File: config.mk
export PLATFORM = sky130hd
export DESIGN_NAME = agtr2_front
export DESIGN_NICKNAME = d
export VERILOG_FILES = /design/src/sv/agtr2_pkg.sv /design/src/sv/agtr2_front.sv
export SDC_FILE = /design/constraint.sdc
export NUM_CORES = 2
export LEC_CHECK = 0
export BUFFER_PORTS_ARGS = -buffer_cell sky130_fd_sc_hd__clkbuf_2
export CAP_MARGIN = 20
export CORE_MARGIN = 5
export CORE_UTILIZATION = 65
export DETAILED_ROUTE_END_ITERATION = 7
export PLACE_DENSITY = 0.81
export SETUP_SLACK_MARGIN = 0.1
export SYNTH_ARGS = -nofsm -noshare
export SYNTH_HDL_FRONTEND = slang
export SYNTH_SLANG_ARGS = --single-unit
File: constraint.sdc
create_clock -name clk -period 19.5 [get_ports clk]
set_input_delay 5.85 -clock clk [delete_from_list [all_inputs] [get_ports clk]]
set_output_delay 5.85 -clock clk [all_outputs]
set_load 0.02 [all_outputs]
File: src/sv/agtr2_pkg.sv
package agtr2_pkg;

	localparam int EXP_W         = 12;
	localparam int OUT_FRAC_BITS = 12;
	localparam int DIV_STEPS     = 33;
	localparam int LATENCY       = 8 + DIV_STEPS;

	// m * 2^e with m[31] set; z marks an exact zero
	typedef struct packed {
		logic                    z;
		logic [31:0]             m;
		logic signed [EXP_W-1:0] e;
	} pf_t;

	localparam pf_t INV_PI = '{z: 1'b0, m: 32'hA2F9836E, e: -12'sd33};

	function automatic logic [4:0] lzc17(input logic [16:0] v);
		logic [4:0] cnt;
		cnt = 5'd0;
		for (int i = 0; i < 17; i++) begin
			if (v[i]) cnt = 5'(16 - i);
		end
		return cnt;
	endfunction

	function automatic pf_t pf_mul(input pf_t a, input pf_t b);
		logic [63:0] p;
		pf_t r;
		p = 64'(a.m) * 64'(b.m);
		r.z = a.z | b.z;
		if (p[63]) begin
			r.m = p[63:32];
			r.e = a.e + b.e + EXP_W'(32);
		end else begin
			r.m = p[62:31];
			r.e = a.e + b.e + EXP_W'(31);
		end
		return r;
	endfunction

	function automatic pf_t pf_add(input pf_t a, input pf_t b);
		pf_t big;
		pf_t sml;
		pf_t r;
		logic signed [EXP_W:0] diff;
		logic [31:0] aligned;
		logic [32:0] sum;
		if ($signed(a.e) < $signed(b.e)) begin
			big = b;
			sml = a;
		end else begin
			big = a;
			sml = b;
		end
		diff = $signed({big.e[EXP_W-1], big.e}) - $signed({sml.e[EXP_W-1], sml.e});
		aligned = (diff > 31) ? 32'd0 : (sml.m >> diff[4:0]);
		sum = {1'b0, big.m} + {1'b0, aligned};
		r.z = 1'b0;
		if (sum[32]) begin
			r.m = sum[32:1];
			r.e = big.e + EXP_W'(1);
		end else begin
			r.m = sum[31:0];
			r.e = big.e;
		end
		if (a.z) r = b;
		else if (b.z) r = a;
		return r;
	endfunction

endpackage

File: src/sv/agtr2_front.sv
module agtr2_front import agtr2_pkg::*; (
	input  logic        clk,
	input  logic        arst_n,
	input  logic        in_valid,
	input  logic [16:0] min_rough,
	input  logic [15:0] sin_azimuth,
	input  logic [15:0] cos_azimuth,
	input  logic [15:0] sin_polar,
	input  logic [15:0] cos_polar,
	input  logic [16:0] rough_x,
	input  logic [16:0] rough_y,
	output logic        v_s2,
	output pf_t         s2_s2,
	output pf_t         c2_s2,
	output pf_t         sp2_s2,
	output pf_t         cp2_s2,
	output pf_t         ax2_s2,
	output pf_t         ay2_s2,
	output pf_t         p_s2
);

	logic [16:0] lo, rx, ry;
	logic [4:0]  kx, ky;
	logic [15:0] ang [4];
	logic [16:0] mag [4];
	logic [16:0] mn  [4];
	logic [4:0]  mk  [4];

	logic        v_s1;
	pf_t         ax_s1, ay_s1;
	logic [16:0] mn_s1 [4];
	logic [4:0]  k_s1  [4];
	logic        z_s1  [4];

	logic [33:0] sq [4];
	pf_t         sqf [4];

	assign ang[0] = sin_azimuth;
	assign ang[1] = cos_azimuth;
	assign ang[2] = sin_polar;
	assign ang[3] = cos_polar;

	always_comb begin
		lo = (min_rough == 17'd0) ? 17'd1 : min_rough;
		rx = (rough_x < lo) ? lo : rough_x;
		ry = (rough_y < lo) ? lo : rough_y;
		kx = lzc17(rx);
		ky = lzc17(ry);
		for (int i = 0; i < 4; i++) begin
			mag[i] = ang[i][15] ? (17'({1'b0, ~ang[i]}) + 17'd1) : {1'b0, ang[i]};
			mk[i]  = lzc17(mag[i]);
			mn[i]  = mag[i] << mk[i];
		end
	end

	always_ff @(posedge clk or negedge arst_n) begin
		if (!arst_n) begin
			v_s1 <= 1'b0;
		end else begin
			v_s1 <= in_valid;
		end
	end

	always_ff @(posedge clk) begin
		ax_s1.z <= 1'b0;
		ax_s1.m <= {rx << kx, 15'd0};
		ax_s1.e <= EXP_W'(-31) - EXP_W'(kx);
		ay_s1.z <= 1'b0;
		ay_s1.m <= {ry << ky, 15'd0};
		ay_s1.e <= EXP_W'(-31) - EXP_W'(ky);
		for (int i = 0; i < 4; i++) begin
			mn_s1[i] <= mn[i];
			k_s1[i]  <= mk[i];
			z_s1[i]  <= (mag[i] == 17'd0);
		end
	end

	// squares are exact: the normalized magnitude always has a zero low bit
	always_comb begin
		for (int i = 0; i < 4; i++) begin
			sq[i] = 34'(mn_s1[i]) * 34'(mn_s1[i]);
			sqf[i].z = z_s1[i];
			if (sq[i][33]) begin
				sqf[i].m = sq[i][33:2];
				sqf[i].e = EXP_W'(-26) - EXP_W'({k_s1[i], 1'b0});
			end else begin
				sqf[i].m = sq[i][32:1];
				sqf[i].e = EXP_W'(-27) - EXP_W'({k_s1[i], 1'b0});
			end
		end
	end

	always_ff @(posedge clk or negedge arst_n) begin
		if (!arst_n) begin
			v_s2 <= 1'b0;
		end else begin
			v_s2 <= v_s1;
		end
	end

	always_ff @(posedge clk) begin
		s2_s2  <= sqf[0];
		c2_s2  <= sqf[1];
		sp2_s2 <= sqf[2];
		cp2_s2 <= sqf[3];
		ax2_s2 <= pf_mul(ax_s1, ax_s1);
		ay2_s2 <= pf_mul(ay_s1, ay_s1);
		p_s2   <= pf_mul(ax_s1, ay_s1);
	end

endmodule

==> reports/qor.yml <==
ys_seq_area_share_pct: 10.95
clk_pin_slew_worst_paths_ns: 0.06
tns_ns: 0
crit_chain: "clkbuf_2 -> nor4_2 -> a41oi_1 -> o21ai_1 -> a2111oi_2 -> or3_1 -> buf_4 -> a31oi_2 -> nand2_2 -> nand2_2 -> inv_2 -> nor2b_1 -> mux2i_1 -> o21ai_1 -> a221o_1"
crit_type: "in -> reg"
netlist_area_sq_mm: 0.07741
grtUsageMet2_pct: 53.78
n_fill_cell: 9104
drc: 0
synth_seq_cells: 423
synth-edff-count: 0
post_cts_buffers: 0
core_area_sq_mm: 0.1182
worst_slew_pin_slew_ns: 1.065
cts_tree: "done"
cts_made_buffers: 50
slew_headroom_pct: 28.68
start_kind: "primary input"
timing.final.hold_violations: 0
crit_required_ns: 20.05
overflow: 0
synth.area.top_cells: "fa_1 36%, ha_1 13%, dfxtp_1 11%"
dieWidth_um: 355.1
layout_common_cells: "2031 x inv_1, 1377 x fa_1, 896 x nand2_1"
synthFlopType: "dfxtp_1"
fin_skew_ns: 0.07777
synthCells: 8608
synth.top_cell.area_share_pct: 35.61
grt_max_degree: 56
layout.cells.most_common: "inv_1"
avgSynthCellArea_sq_um: 8.993
critPathArrivalTime_ns: 10.23
postRouteAntennaNets: 0
final-max-slew-violation-count: 0
reg2reg_slack_ns: 10.73
die_area_sq_mm: 0.1261
drt_first_pass_iters: 5
ys_types: 107
first_global_vias: 63830
r2r_end: "c2_s2[6]"
drt_wl_total_mm: 186.7
r2r_start: "mn_s1[1][5]"
period_share_pct: 49.66
crit_slowest_cell: "or3_1"
drt_iter0_drc: 3203
netlist.top_cell.by_area: "fa_1"
area_growth_pct: 6.497
max_freq_mhz: 103.3
drive_above_1_share_pct: 8.896
max_stage_delay_ns: 0.64
endpoint_kind: "register"
portBuffers: 410
cts_buffer_depth: 3
holdPathEnd: "s2_s2[44]"
final_nets: 11160
rows: 126
worst-path-max-fanout: 14
cts_resized: 0
grtUsageMet1_pct: 36.53
async_reset_ff_share_pct: 0.4728
fin_crit_ns: 9.683
outcome: "complete, no violations"
clockRootBuffer: "clkbuf_16"
wl_per_cell_um: 17.91
cts.sinks: 423
vias: 58410
place_congestion: 0.9430
dp_hpwl_mm: 150.9
via_per_inst: 5.600
drv_cap: 0
yosysWarnings: 0
worst_hold_slack_ns: 0.3264
htree_levels: 2
whs_path_depth: 0
clkLatencyLatePin_ns: 0.70
r2r_cells: 24
fp.dieH_um: 355.1
ios: 434
finish.utilization_pct: 69.73
hold_path_startpoint: "z_s1[0]"
hold_class: "reg -> reg"
grt_pass1_wl_mm: 311.1
top_usage_layer: "met2"
grt_antenna_before_repair: 0
rsz0062_at_grt: "false"
track_usage_pct: 30.14
grtUsageMet3_pct: 4.156
initial_core_util_pct: 65.47
cts_hold_buf: 0
finalSetupViolations: 0
## metal layers
layer  share of wire, %  vias up
li1                   -    26990
met1                 38    28970
met2                 50     1939
met3                6.2      506
met4                5.0        0
met5                  0        -
## final cells by class
| cell class | instances | area (sq um) | area share, % |
|---|---|---|---|
| inverters | 2049 | 7691 | 9.329 |
| repair buffers | 459 | 2447 | 2.969 |
| flip-flops and latches | 423 | 8481 | 10.29 |
| multi-input cells | 5870 | 60110 | 72.91 |
| diodes | 1 | 2.502 | 0.003035 |
| clock inverters | 30 | 457.9 | 0.5555 |
| well taps | 1536 | 1922 | 2.331 |
| clock buffers | 61 | 1333 | 1.616 |
## worst max-delay path: cells and delay by family
family / cells / cell delay [ns]
buffers and inverters: 3 / 0.59
muxes: 1 / 0.26
AOI/OAI and AO/OA: 6 / 1.78
and+or+nand+nor: 5 / 1.73
## synthesized netlist by cell type, drive strengths merged (40+ instances only)
master  instances
and3           44
nor2b          46
o21ai         220
a21o           99
dfxtp         421
ha            810
mux2i         154
o21a           48
nor3           78
and2          375
inv          2041
nand2         900
mux2          158
buf            69
xor2          121
nand3          62
clkbuf        226
xnor2         226
nand2b         45
nor2          371
a211oi         40
fa           1377
a21oi         246
## worst max-delay path by stage
stage	from	endpoint	slack [ns]	depth (start not counted)
after floorplan	sin_polar[9]	mn_s1[2][12]	10.62	10
after global placement	min_rough[14]	ax_s1[41]	9.14	15
after detailed placement	min_rough[14]	ax_s1[41]	9.15	15
after CTS	min_rough[14]	ax_s1[41]	9.86	15
after global routing	min_rough[14]	ax_s1[41]	9.50	15
final	min_rough[9]	ax_s1[41]	9.82	15
## metrics by stage
stage / setup slack [ns] / std cells / cell area (sq um)
3_5_place_dp: 9.153 / 10340 / 80610
5_1_grt: 9.500 / 10430 / 82440
6_report: 9.817 / 10430 / 82440
2_1_floorplan: 10.62 / 8637 / 77520
4_1_cts: 9.863 / 10430 / 82400
3_3_place_gp: 9.140 / 10340 / 80610
## kinds of logic (layout without fill, tap and decap cells)
group | count (synthesis) | after routing | share of synthesized area (%)
AO/OA/AOI/OAI | 936 | 936 | 7.942
XOR/XNOR | 347 | 347 | 3.936
adder cells (fa/ha/maj) | 2187 | 2187 | 48.70
buffers and inverters | 2344 | 2599 | 11.63
flip-flops | 423 | 423 | 10.95
multiplexers | 313 | 313 | 4.356
other | 2 | 32 | 0.009701
AND/OR/NAND/NOR | 2056 | 2056 | 12.47
## sequential cells by signal, indices dropped and copies added (netlist names)
register	cells
v_s2	1
ax2_s2	41
sp2_s2	40
v_s1	1
s2_s2	40
ay_s1	23
p_s2	41
cp2_s2	40
mn_s1	68
ax_s1	23
c2_s2	40
ay2_s2	41
z_s1	4
k_s1	20
Power is not shown: default switching activity piles up to over one toggle a cycle in this logic, so the estimate is an artifact.
